`src/hw/rtl/tts_pkg.sv`:
```
// Shared types and constants of the thresholded top-N selector.
`timescale 1ns / 1ps

package tts_pkg;

	// Fixed field and register widths
	localparam int SCORE_W         = 8;
	localparam int KEEP_W          = 4;
	localparam int THRESHOLD_W     = 9;
	localparam int CFG_ADDR_W      = 1;
	localparam int CFG_DATA_W      = 9;

	// Register indexes on the configuration port
	localparam logic [CFG_ADDR_W-1:0] REG_KEEP_COUNT = 1'b0;
	localparam logic [CFG_ADDR_W-1:0] REG_THRESHOLD  = 1'b1;

	// Register reset values
	localparam logic [KEEP_W-1:0]      KEEP_RST      = 4'd8;
	localparam logic [THRESHOLD_W-1:0] THRESHOLD_RST = 9'd0;

	// Per-beat control broadcast to every sort cell
	typedef struct packed {
		logic step;   // input beat accepted
		logic flush;  // beat is the last of its vector
		logic pass;   // score at or above the threshold
	} tts_ctrl_t;

endpackage

```
`src/hw/rtl/tts_sort_cell.sv`:
```
// One cell of the sorted insertion chain: holds one (score, position) pair.
`timescale 1ns / 1ps

module tts_sort_cell #(
	parameter int PosW = 10
) (
	input  logic                        clk,
	input  logic                        arst_n,
	input  tts_pkg::tts_ctrl_t          ctrl,
	input  logic [tts_pkg::SCORE_W-1:0] new_score,
	input  logic [PosW-1:0]             new_pos,
	input  logic                        cap_ok,
	input  logic                        up_vld,
	input  logic                        up_beat,
	input  logic [tts_pkg::SCORE_W-1:0] up_score,
	input  logic [PosW-1:0]             up_pos,
	output logic                        vld,
	output logic                        beat,
	output logic [tts_pkg::SCORE_W-1:0] score,
	output logic [PosW-1:0]             pos,
	output logic                        nxt_vld,
	output logic [tts_pkg::SCORE_W-1:0] nxt_score,
	output logic [PosW-1:0]             nxt_pos
);
	import tts_pkg::*;

	logic                vld_q;
	logic [SCORE_W-1:0]  score_q;
	logic [PosW-1:0]     pos_q;

	// Entry counts only while it sits inside the current capacity
	assign vld = vld_q & cap_ok;

	// New pair ranks above this entry (an empty entry is always beaten)
	assign beat = !vld || (new_score > score_q) ||
		((new_score == score_q) && (new_pos >= pos_q));

	// Next content: shift from above, take the new pair, or keep
	always_comb begin
		nxt_vld   = vld;
		nxt_score = score_q;
		nxt_pos   = pos_q;
		if (ctrl.pass && beat) begin
			if (up_beat) begin
				nxt_vld   = up_vld & cap_ok;
				nxt_score = up_score;
				nxt_pos   = up_pos;
			end else begin
				nxt_vld   = cap_ok;
				nxt_score = new_score;
				nxt_pos   = new_pos;
			end
		end
	end

	// Valid bit: cleared at the end of each vector
	always_ff @(posedge clk or negedge arst_n) begin
		if (!arst_n) begin
			vld_q <= 1'b0;
		end else if (ctrl.step) begin
			vld_q <= nxt_vld & !ctrl.flush;
		end
	end

	// Pair payload
	always_ff @(posedge clk) begin
		if (ctrl.step) begin
			score_q <= nxt_score;
			pos_q   <= nxt_pos;
		end
	end

	assign score = score_q;
	assign pos   = pos_q;

endmodule

```
`src/hw/rtl/tts_out_cell.sv`:
```
// One cell of the result drain chain: loads in parallel, shifts towards the output.
`timescale 1ns / 1ps

module tts_out_cell #(
	parameter int PosW = 10
) (
	input  logic                        clk,
	input  logic                        arst_n,
	input  logic                        load,
	input  logic                        shift,
	input  logic                        ld_vld,
	input  logic                        ld_found,
	input  logic [tts_pkg::SCORE_W-1:0] ld_score,
	input  logic [PosW-1:0]             ld_pos,
	input  logic                        dn_vld,
	input  logic                        dn_found,
	input  logic [tts_pkg::SCORE_W-1:0] dn_score,
	input  logic [PosW-1:0]             dn_pos,
	output logic                        vld,
	output logic                        found,
	output logic [tts_pkg::SCORE_W-1:0] score,
	output logic [PosW-1:0]             pos
);
	import tts_pkg::*;

	logic                vld_q;
	logic                found_q;
	logic [SCORE_W-1:0]  score_q;
	logic [PosW-1:0]     pos_q;

	// Occupancy: a load of a new list wins over a shift
	always_ff @(posedge clk or negedge arst_n) begin
		if (!arst_n) begin
			vld_q <= 1'b0;
		end else if (load) begin
			vld_q <= ld_vld;
		end else if (shift) begin
			vld_q <= dn_vld;
		end
	end

	// Result payload
	always_ff @(posedge clk) begin
		if (load) begin
			found_q <= ld_found;
			score_q <= ld_score;
			pos_q   <= ld_pos;
		end else if (shift) begin
			found_q <= dn_found;
			score_q <= dn_score;
			pos_q   <= dn_pos;
		end
	end

	assign vld   = vld_q;
	assign found = found_q;
	assign score = score_q;
	assign pos   = pos_q;

endmodule

```
`src/hw/rtl/thresholded_top_n_selector_core.sv`:
```
// Top level of the thresholded top-N selector: sort chain, drain chain and control.
`timescale 1ns / 1ps

// Takes one 8-bit score per cycle and keeps the best (score, position) pairs,
// as many as the keep-count register asks for, in a chain of MAX_RESULTS sort
// cells, each comparing the incoming score against its own entry in parallel,
// so a score is accepted every cycle but for a held-back last beat. On the beat
// marked last the sorted list is copied into a drain chain and the sort chain
// starts empty for the next vector; the first result is offered the cycle
// after the last beat and the list then leaves one result per beat, best first
// (one result with found low if nothing passed the threshold or the keep count
// is zero). Scores keep flowing while a list drains; only a last beat is held
// back (tready low) while the drain chain still holds more than the result
// leaving that cycle, however long the result side holds off.
module thresholded_top_n_selector_core #(
	parameter  int MAX_RESULTS = 8,
	parameter  int MAX_SCORES  = 1024,
	localparam int PosW        = $clog2(MAX_SCORES),
	localparam int TdataW      = ((tts_pkg::SCORE_W + PosW + 7) / 8) * 8
) (
	input  logic                           clk,
	input  logic                           arst_n,
	// Configuration write port
	input  logic                           cfg_we,
	input  logic [tts_pkg::CFG_ADDR_W-1:0] cfg_addr,
	input  logic [tts_pkg::CFG_DATA_W-1:0] cfg_data,
	// Score input
	input  logic                           s_tvalid,
	output logic                           s_tready,
	input  logic [tts_pkg::SCORE_W-1:0]    s_tdata,  // [7:0] score
	input  logic                           s_tlast,  // last_score
	// Result output
	output logic                           m_tvalid,
	input  logic                           m_tready,
	output logic [TdataW-1:0]              m_tdata,  // result_score, result_index, zero pad
	output logic                           m_tuser,  // found
	output logic                           m_tlast   // last_result
);
	import tts_pkg::*;

	localparam int PadW = TdataW - SCORE_W - PosW;

	logic [KEEP_W-1:0]        keep_cnt_q;
	logic [THRESHOLD_W-1:0]   threshold_q;
	logic [PosW-1:0]          pos_q;
	tts_ctrl_t                ctrl;
	logic                     drain_free;
	logic                     shift;

	// Sort chain wiring, entry 0 is the virtual cell above the first
	logic [MAX_RESULTS:0]     k_vld;
	logic [MAX_RESULTS:0]     k_beat;
	logic [SCORE_W-1:0]       k_score [MAX_RESULTS+1];
	logic [PosW-1:0]          k_pos   [MAX_RESULTS+1];
	logic [MAX_RESULTS-1:0]   kvld;
	logic [MAX_RESULTS-1:0]   n_vld;
	logic [SCORE_W-1:0]       n_score [MAX_RESULTS];
	logic [PosW-1:0]          n_pos   [MAX_RESULTS];

	// Drain chain wiring, the extra entry is the empty cell past the end
	logic [MAX_RESULTS:0]     d_vld;
	logic [MAX_RESULTS:0]     d_found;
	logic [SCORE_W-1:0]       d_score [MAX_RESULTS+1];
	logic [PosW-1:0]          d_pos   [MAX_RESULTS+1];

	// Configuration registers
	always_ff @(posedge clk or negedge arst_n) begin
		if (!arst_n) begin
			keep_cnt_q  <= KEEP_RST;
			threshold_q <= THRESHOLD_RST;
		end else if (cfg_we) begin
			case (cfg_addr)
				REG_KEEP_COUNT: keep_cnt_q  <= cfg_data[KEEP_W-1:0];
				REG_THRESHOLD:  threshold_q <= cfg_data[THRESHOLD_W-1:0];
				default:        ;
			endcase
		end
	end

	// Handshake: a last beat waits until the drain chain can take a new list
	assign shift      = m_tvalid && m_tready;
	assign drain_free = !d_vld[0] || (m_tready && !d_vld[1]);
	assign s_tready   = drain_free || !s_tlast;

	assign ctrl.step  = s_tvalid && s_tready;
	assign ctrl.flush = s_tvalid && s_tready && s_tlast;
	assign ctrl.pass  = {1'b0, s_tdata} >= threshold_q;

	// Saturating position counter, restarted after each vector
	always_ff @(posedge clk or negedge arst_n) begin
		if (!arst_n) begin
			pos_q <= '0;
		end else if (ctrl.flush) begin
			pos_q <= '0;
		end else if (ctrl.step && (pos_q != PosW'(MAX_SCORES - 1))) begin
			pos_q <= pos_q + PosW'(1);
		end
	end

	assign k_vld[0]   = 1'b0;
	assign k_beat[0]  = 1'b0;
	assign k_score[0] = '0;
	assign k_pos[0]   = '0;

	assign d_vld[MAX_RESULTS]   = 1'b0;
	assign d_found[MAX_RESULTS] = 1'b0;
	assign d_score[MAX_RESULTS] = '0;
	assign d_pos[MAX_RESULTS]   = '0;

	// Cell rows
	for (genvar i = 0; i < MAX_RESULTS; i++) begin : g_cell
		logic                cap_ok;
		logic                ld_vld;
		logic                ld_found;
		logic [SCORE_W-1:0]  ld_score;
		logic [PosW-1:0]     ld_pos;

		assign cap_ok = {{(32 - KEEP_W){1'b0}}, keep_cnt_q} > 32'(i);

		tts_sort_cell #(
			.PosW (PosW)
		) u_sort (
			.clk       (clk),
			.arst_n    (arst_n),
			.ctrl      (ctrl),
			.new_score (s_tdata),
			.new_pos   (pos_q),
			.cap_ok    (cap_ok),
			.up_vld    (k_vld[i]),
			.up_beat   (k_beat[i]),
			.up_score  (k_score[i]),
			.up_pos    (k_pos[i]),
			.vld       (k_vld[i+1]),
			.beat      (k_beat[i+1]),
			.score     (k_score[i+1]),
			.pos       (k_pos[i+1]),
			.nxt_vld   (n_vld[i]),
			.nxt_score (n_score[i]),
			.nxt_pos   (n_pos[i])
		);

		// First drain cell always carries a result: the empty one if nothing kept
		if (i == 0) begin : g_head
			assign ld_vld   = 1'b1;
			assign ld_found = n_vld[0];
			assign ld_score = n_vld[0] ? n_score[0] : '0;
			assign ld_pos   = n_vld[0] ? n_pos[0] : '0;
		end else begin : g_body
			assign ld_vld   = n_vld[i];
			assign ld_found = 1'b1;
			assign ld_score = n_score[i];
			assign ld_pos   = n_pos[i];
		end

		tts_out_cell #(
			.PosW (PosW)
		) u_out (
			.clk      (clk),
			.arst_n   (arst_n),
			.load     (ctrl.flush),
			.shift    (shift),
			.ld_vld   (ld_vld),
			.ld_found (ld_found),
			.ld_score (ld_score),
			.ld_pos   (ld_pos),
			.dn_vld   (d_vld[i+1]),
			.dn_found (d_found[i+1]),
			.dn_score (d_score[i+1]),
			.dn_pos   (d_pos[i+1]),
			.vld      (d_vld[i]),
			.found    (d_found[i]),
			.score    (d_score[i]),
			.pos      (d_pos[i])
		);
	end

	assign kvld = k_vld[MAX_RESULTS:1];

	// Output beat comes from the head of the drain chain
	assign m_tvalid = d_vld[0];
	assign m_tuser  = d_found[0];
	assign m_tlast  = !d_vld[1];
	assign m_tdata  = {{PadW{1'b0}}, d_pos[0], d_score[0]};

	// Kept entries stay packed from the head of the sort chain
	a_sort_packed: assert property (@(posedge clk) disable iff (!arst_n)
		$onehot0(kvld + MAX_RESULTS'(1)))
		else $error("sort chain has a gap");

	// Drain chain stays packed from the output end
	a_drain_packed: assert property (@(posedge clk) disable iff (!arst_n)
		$onehot0(d_vld[MAX_RESULTS-1:0] + MAX_RESULTS'(1)))
		else $error("drain chain has a gap");

	// A last beat always produces at least one result next cycle
	a_last_emits: assert property (@(posedge clk) disable iff (!arst_n)
		ctrl.flush |=> m_tvalid)
		else $error("no result after last beat");

	// Sort chain starts empty after a last beat
	a_flush_clears: assert property (@(posedge clk) disable iff (!arst_n)
		ctrl.flush |=> (kvld == '0))
		else $error("sort chain not cleared after last beat");

	// Input is only held back for a last beat
	a_stall_last_only: assert property (@(posedge clk) disable iff (!arst_n)
		!s_tready |-> (s_tlast && d_vld[0]))
		else $error("input stalled without a pending list");

endmodule

```
`config.mk`:
```
export PLATFORM = sky130hd
export DESIGN_NAME = thresholded_top_n_selector_core
export DESIGN_NICKNAME = d
export VERILOG_FILES = /design/src/hw/rtl/tts_pkg.sv /design/src/hw/rtl/tts_sort_cell.sv /design/src/hw/rtl/tts_out_cell.sv /design/src/hw/rtl/thresholded_top_n_selector_core.sv
export SDC_FILE = /design/constraint.sdc
export NUM_CORES = 1
export LEC_CHECK = 0
export ABC_AREA = 1
export ABC_CLOCK_PERIOD_IN_PS = 6370
export BUFFER_PORTS_ARGS = -buffer_cell sky130_fd_sc_hd__buf_4
export CAP_MARGIN = 20
export CORE_MARGIN = 1
export CORE_UTILIZATION = 60
export CTS_CLUSTER_DIAMETER = 80
export DETAILED_ROUTE_END_ITERATION = 12
export GPL_TIMING_DRIVEN = 1
export PLACE_DENSITY = 0.86
export SETUP_SLACK_MARGIN = 0.2
export SLEW_MARGIN = 25
export SYNTH_ARGS = -nofsm -noshare
export SYNTH_HDL_FRONTEND = slang
export SYNTH_HIERARCHICAL = 1
export SYNTH_SLANG_ARGS = --single-unit
```
`constraint.sdc`:
```
create_clock -name clk -period 6.37 [get_ports clk]
set_input_delay 1.274 -clock clk [delete_from_list [all_inputs] [get_ports clk]]
set_output_delay 1.274 -clock clk [all_outputs]
set_load 0.01 [all_outputs]
```
==> impl_metrics.tcl, run 1 <==
set metrics [dict create \
    synth-seq-cells 335 \
    min_period_over_period_pct 55.8 \
    drtAntennaViolNets 0 \
    worst_slew_pin_slew_ps 1040 \
    vdd_ir_drop_max_mv 0.193 \
    place_hpwl_um 40900 \
    dp.cells 3155 \
    cts.path.max_buffers 3 \
    grt_max_degree 156 \
    synth_area_per_cell_um2 8.33 \
    ioPinCount 52 \
    path_cells "buf_4 -> ha_1 -> nand2_1 -> inv_1 -> nand2_1 -> nand2_1 -> nand2_1 -> nand3_1 -> nand2_2 -> nand3_4 -> inv_2 -> nand2_1 -> nand2_1 -> nand2_2 -> o21ai_2 -> nand2_1 -> nand2_1" \
    rr_worst_depth 17 \
    gp_congestion 0.943 \
    antenna_found_initial 0 \
    die_w_um 194 \
    core_um2 36500 \
    cts_resized 0 \
    postCtsSetupRepairBufs 0 \
    finalSetupViolations 0 \
    synth_warnings 6 \
    pre_cts_ws_ps 2440 \
    worstReg2RegEnd "g_cell[7].u_out/score[3]" \
    grt_util_met3_pct 4.05 \
    cp_max_fo 23 \
    root_buffer "clkbuf_16" \
    rsz0062_at_grt "no" \
    finalSetupTns_ps 0 \
    p_int_mw 4.86 \
    h-tree-depth 2 \
    crit_top_cell "nand2_1" \
    io_buffers 45 \
    critPathTopFamily "simple AND/OR/NAND/NOR gates" \
    arrival_ps 3930 \
    seq_power_share_pct 43.2 \
    overflow 0 \
    cp_num_buf_inv 3 \
    initial_utilization_pct 60.7 \
    clkPwrFrac_pct 27.8 \
    setup.worst_path.end_class "flip-flop" \
    finalNetCount 2902 \
    std_cell_rows 70 \
    area_growth_pct 6.91 \
    synth_area_um2 22200 \
    grt_pass1_vias 18077 \
    synth_cells 2662 \
    outcome "finished clean" \
    swShare_pct 35.0 \
    clkSlewWorstSetupHoldPaths_ps 60 \
    min_to "g_cell[0].u_sort/vld_q" \
    drive_gt1_share_pct 17.3 \
    slew_viol_final 0 \
    cap_viol_max_count 0 \
    max_stage_delay_ps 940 \
    hold_ws_ps 488 \
    post-route-min-period_ps 3550 \
    required_ps 6750 \
    worstHoldStart "g_cell[0].u_sort/vld_q" \
    combPwrFrac_pct 29.0 \
    die_area_um2 37700 \
    drtIter0Drc 1532 \
    hold_viol_final 0 \
    max-slew-margin-rel_pct 30.8 \
    seq_area_frac_synth_pct 44.5 \
    final_cells 3220 \
    reg2reg_from "pos_q[4]" \
    start_kind "flip-flop" \
    die_y_um 194 \
    path_class "flip-flop to flip-flop" \
    insertion_delay_ps 530 \
    cts_hold_buf 0 \
    vias_per_cell 5.60 \
    layout_setup_ws_ps 2820 \
    grt_use_met1_pct 37.9 \
    p_sw_mw 2.62 \
    finClkSkew_ps 22.1 \
    cp_slowest_cell "dfrtp_1" \
    grt_busiest_layer "met2" \
    p_per_area_nw_per_um2 315 \
    min_path_type "flip-flop to flip-flop" \
    via_count 18016 \
    utilization_pct 64.9 \
    holdPathStages 2 \
    met2_usage_pct 52.9 \
    drt_pass1_iterations 8 \
    cts_sinks 335 \
    grt_pass1_wl_um 93000 \
    wl_per_cell_um 18.2 \
    r2r_slack_ps 2820 \
    grt_use_total_pct 31.4 \
    antenna_cells 0 \
    p_leak_nw 11.8 \
    max_freq_mhz 281 \
    cts_tree "built" \
    cts_buffers 36 \
    drt-total-wl_um 58500 \
    synth_cell_types 38 \
    drc 0 \
]
synth_stat cells (all sizes together):
| master | n | area (µm²) |
|---|---|---|
| a21o | 17 | 128 |
| a21boi | 1 | 18.8 |
| edfxtp | 296 | 8890 |
| dfrtp | 38 | 951 |
| xnor2 | 1 | 8.76 |
| nand3b | 2 | 15.0 |
| buf | 63 | 781 |
| nor2 | 86 | 418 |
| nand3 | 68 | 460 |
| dfstp | 1 | 26.3 |
| and2 | 8 | 50.1 |
| or2 | 8 | 50.1 |
| o21ai | 168 | 1320 |
| ha | 153 | 1910 |
| inv | 316 | 1230 |
| nor3 | 1 | 5.00 |
| xor2 | 2 | 17.5 |
| conb | 2 | 7.51 |
| o21a | 1 | 7.51 |
| clkbuf | 27 | 101 |
| nand2 | 1355 | 5480 |
| a21oi | 39 | 195 |
| nand4 | 9 | 106 |
worst max path at each step:
stage / slack [ps] / depth (start not counted) / end / from
2_1_floorplan: 220 / 6 / g_cell[0].u_out/found / m_tready
3_3_place_gp: 2530 / 10 / g_cell[5].u_out/vld / s_tlast
3_5_place_dp: 2440 / 10 / g_cell[5].u_out/pos[4] / s_tlast
4_1_cts: 2910 / 17 / g_cell[7].u_out/score[3] / pos_q[4]
5_1_grt: 2650 / 10 / g_cell[5].u_out/pos[4] / s_tlast
6_report: 2820 / 17 / g_cell[7].u_out/score[3] / pos_q[4]
logic make-up (layout without fill, tap and decap cells):
group / Yosys count / in the layout / synth area share, %
and+or+nand+nor: 1537 / 1537 / 29.7
buffers and inverters: 406 / 442 / 9.51
AOI/OAI and AO/OA: 226 / 226 / 7.53
other: 2 / 56 / 0.0339
adders and majority gates: 153 / 153 / 8.63
DFF: 335 / 335 / 44.5
xor gates and xnor gates: 3 / 3 / 0.119
cell usage in the layout (no fill, tap or decap), drive strengths merged, types with 8 or more instances in the layout:
| cell type | Yosys | layout |
|---|---|---|
| a21o | 17 | 17 |
| a21oi | 39 | 39 |
| and2 | 8 | 8 |
| buf | 63 | 61 |
| clkbuf | 27 | 51 |
| clkinv | 0 | 12 |
| conb | 2 | 56 |
| dfrtp | 38 | 38 |
| edfxtp | 296 | 296 |
| ha | 153 | 153 |
| inv | 316 | 315 |
| nand2 | 1355 | 1355 |
| nand3 | 68 | 68 |
| nand4 | 9 | 9 |
| nor2 | 86 | 86 |
| o21ai | 168 | 168 |
| or2 | 8 | 8 |
sequential cells by signal, summed over array words and instances (netlist names), 9 cells and up:
name and cells:
g_cell.u_out/score 64, g_cell.u_out/pos 80, pos_q 10, g_cell.u_sort/pos 80, g_cell.u_sort/score 64, threshold_q 9
metal layers:
layer / routed length, µm / up-vias
met2: 28000 / 858
met5: 0 / -
met3: 4450 / 239
met1: 21900 / 8412
met4: 4170 / 0
li1: - / 8507
layout make-up:
type / instances / area (µm²)
clock buffer: 51 / 1030
fill: 2781 / 12800
multi-input combinational: 1975 / 10400
tap: 468 / 586
sequential: 335 / 9870
timing repair buffer: 61 / 470
clock inverter: 14 / 123
inverter: 316 / 1230
worst min-delay path: stages (launching register included):
cell and delay [ps]:
dfrtp_1 350, nand2_1 50, nand2_1 50
power by group through the flow:
stage	registers, mW	logic (mW)	clock network, mW
final	3.23	2.17	2.08
after detailed placement	3.26	2.11	0
after floorplan	3.17	1.65	0
after global routing	3.26	2.42	2.16
after global placement	3.25	2.02	0
after CTS	3.22	2.14	2.09
through the flow:
stage | instance area (µm²) | power [mW]
6_report | 23700 | 7.47
5_1_grt | 23700 | 7.84
4_1_cts | 23700 | 7.45
3_5_place_dp | 22600 | 5.37
3_3_place_gp | 22600 | 5.27
2_1_floorplan | 22400 | 4.82
No activity file was read; power rests on OpenSTA's default activity.
==> run 2, diff against run 1 <==
--- a/config.mk
+++ b/config.mk
@@ -6,15 +6,15 @@
 export NUM_CORES = 1
 export LEC_CHECK = 0
 export ABC_AREA = 1
-export ABC_CLOCK_PERIOD_IN_PS = 6370
+export ABC_CLOCK_PERIOD_IN_PS = 3100
 export BUFFER_PORTS_ARGS = -buffer_cell sky130_fd_sc_hd__buf_4
 export CAP_MARGIN = 20
 export CORE_MARGIN = 1
-export CORE_UTILIZATION = 60
+export CORE_UTILIZATION = 58
 export CTS_CLUSTER_DIAMETER = 80
 export DETAILED_ROUTE_END_ITERATION = 12
 export GPL_TIMING_DRIVEN = 1
-export PLACE_DENSITY = 0.86
+export PLACE_DENSITY = 0.87
 export SETUP_SLACK_MARGIN = 0.2
 export SLEW_MARGIN = 25
 export SYNTH_ARGS = -nofsm -noshare
==> constraint.sdc (replaced) <==
create_clock -name clk -period 3.1 [get_ports clk]
set_input_delay 0.62 -clock clk [delete_from_list [all_inputs] [get_ports clk]]
set_output_delay 0.62 -clock clk [all_outputs]
set_load 0.01 [all_outputs]
==> run 2 against run 1 <==
Via count decreased by 2.2%. Fmax is 27% higher. Final cell count up 2.2%.
==> impl_metrics.tcl, run 2 (synthesized netlist as in run 1, its figures left out) <==
set metrics [dict create \
    p_int_mw 10.2 \
    fin_area_um2 24300 \
    cts_buffers 37 \
    path_cells "buf_4 -> ha_1 -> nand2_1 -> a21oi_1 -> nor2_1 -> nand3_1 -> nand2_2 -> nand3_4 -> inv_2 -> nand2_1 -> nand2_1 -> nand2_2 -> o21ai_2 -> nand2_1 -> nand2_1" \
    postCtsSetupRepairBufs 0 \
    reg2reg_from "pos_q[9]" \
    endpoint "g_cell[6].u_out/pos[1]" \
    multiInputGateArea_um2 10500 \
    via_count 17617 \
    antenna_cells 0 \
    outcome "finished clean" \
    die_area_um2 39000 \
    drt_pass1_iterations 5 \
    core_um2 37700 \
    cts.path.max_buffers 3 \
    start_kind "flip-flop" \
    grt_max_degree 156 \
    finalSetupViolations 0 \
    r2r_slack_ps 310 \
    cp_max_fo 17 \
    startpoint "pos_q[9]" \
    post-route-min-period_ps 2790 \
    vdd_ir_drop_max_mv 0.367 \
    overflow 0 \
    initial_utilization_pct 58.9 \
    min_period_over_period_pct 90.0 \
    root_buffer "clkbuf_16" \
    clkPwrFrac_pct 28.7 \
    layout_commonest_cell "nand2_1" \
    gp_congestion 0.870 \
    max_freq_mhz 359 \
    cap_viol_max_count 0 \
    drtAntennaViolNets 0 \
    clkSlewWorstSetupHoldPaths_ps 60 \
    finalPower_mw 15.5 \
    placed_area_um2 23000 \
    max-slew-margin-rel_pct 28.9 \
    wl_per_cell_um 16.0 \
    p_per_area_nw_per_um2 638 \
    grt_pass1_wl_um 86800 \
    cp_num_cells 15 \
    seq_power_share_pct 42.2 \
    p_sw_mw 5.30 \
    cp_slowest_cell "dfrtp_1" \
    critPathTopFamily "simple AND/OR/NAND/NOR gates" \
    rsz0062_at_grt "yes" \
    cts_tree "built" \
    pre_cts_ws_ps 118 \
    drc 0 \
    max_stage_delay_ps 530 \
    hold_ws_ps 93.3 \
    mostFrequentLayoutCells "nand2_1, edfxtp_1, inv_1, ha_1, nand2_2" \
    dp.cells 3225 \
    fillerInstances 2989 \
    cp_num_buf_inv 2 \
    utilization_pct 64.4 \
    setup.worst_path.end_class "flip-flop" \
    finalNetCount 2930 \
    grt_pass1_vias 17956 \
    drive_gt1_share_pct 19.3 \
    drt-total-wl_um 52500 \
    antenna_found_initial 0 \
    rr_worst_depth 15 \
    crit_top_cell "nand2_1" \
    register_area_um2 9870 \
    area_growth_pct 9.43 \
    die_y_um 198 \
    drtIter0Drc 1608 \
    combPwrFrac_pct 29.1 \
    std_cell_rows 71 \
    swShare_pct 34.2 \
    arrival_ps 3180 \
    finClkSkew_ps 23.2 \
    worst_slew_pin_slew_ps 1070 \
    finalSetupTns_ps 0 \
    insertion_delay_ps 540 \
    p_leak_nw 12.0 \
    layout_setup_ws_ps 311 \
    cts_sinks 335 \
    ioPinCount 52 \
    h-tree-depth 2 \
    grt_use_total_pct 27.5 \
    required_ps 3490 \
    final_cells 3292 \
    worstReg2RegEnd "g_cell[6].u_out/pos[1]" \
    min_path_type "primary input to async pin" \
    slew_viol_final 0 \
    io_buffers 45 \
    die_w_um 198 \
    place_hpwl_um 36800 \
    hold_viol_final 0 \
    path_class "flip-flop to flip-flop" \
    vias_per_cell 5.35 \
]
run 2: cell types whose count changed in the layout (fill, tap and decap cells not counted), moves of 7 or more:
cell,delta
nor2_2,+7
nor2_1,-8
inv_4,+9
buf_4,+21
inv_1,-8
run 2: worst min path at each step:
stage	endpoint	slack (ps)	from
2_1_floorplan	g_cell[0].u_out/vld	320	arst_n
3_3_place_gp	g_cell[2].u_sort/vld_q	460	g_cell[2].u_sort/vld_q
3_5_place_dp	g_cell[7].u_sort/vld_q	470	g_cell[7].u_sort/vld_q
4_1_cts	threshold_q[6]	100	arst_n
5_1_grt	threshold_q[6]	120	arst_n
6_report	threshold_q[3]	90	arst_n
run 2: routing by layer:
layer | share of wire [%] | track usage, % | vias up
met3 | 7.0 | 3.62 | 131
li1 | - | - | 8557
met2 | 49 | 48.1 | 689
met5 | 0 | 0 | -
met4 | 3.3 | 11.0 | 0
met1 | 41 | 34.5 | 8240
run 2: power groups by stage:
stage	registers (mW)	clock network [mW]	logic (mW)
floorplan	6.51	0	3.46
global placement	6.57	0	4.19
detailed placement	6.59	0	4.40
CTS	6.52	4.50	4.47
global route	6.60	4.64	5.05
finish	6.53	4.45	4.51
run 2: cell type report:
class                      count  area share (%)
sequential                   335            40.7
tap                          511            2.63
inverter                     316            5.27
multi-input combinational   1975            43.4
timing repair buffer          88            3.08
clock buffer                  56            4.49
clock inverter                11           0.485
run 2: timing repair:
item,in CTS,in global routing
hold buffers,0,0
endpoints found under the setup margin,0,98
resized for setup,0,11
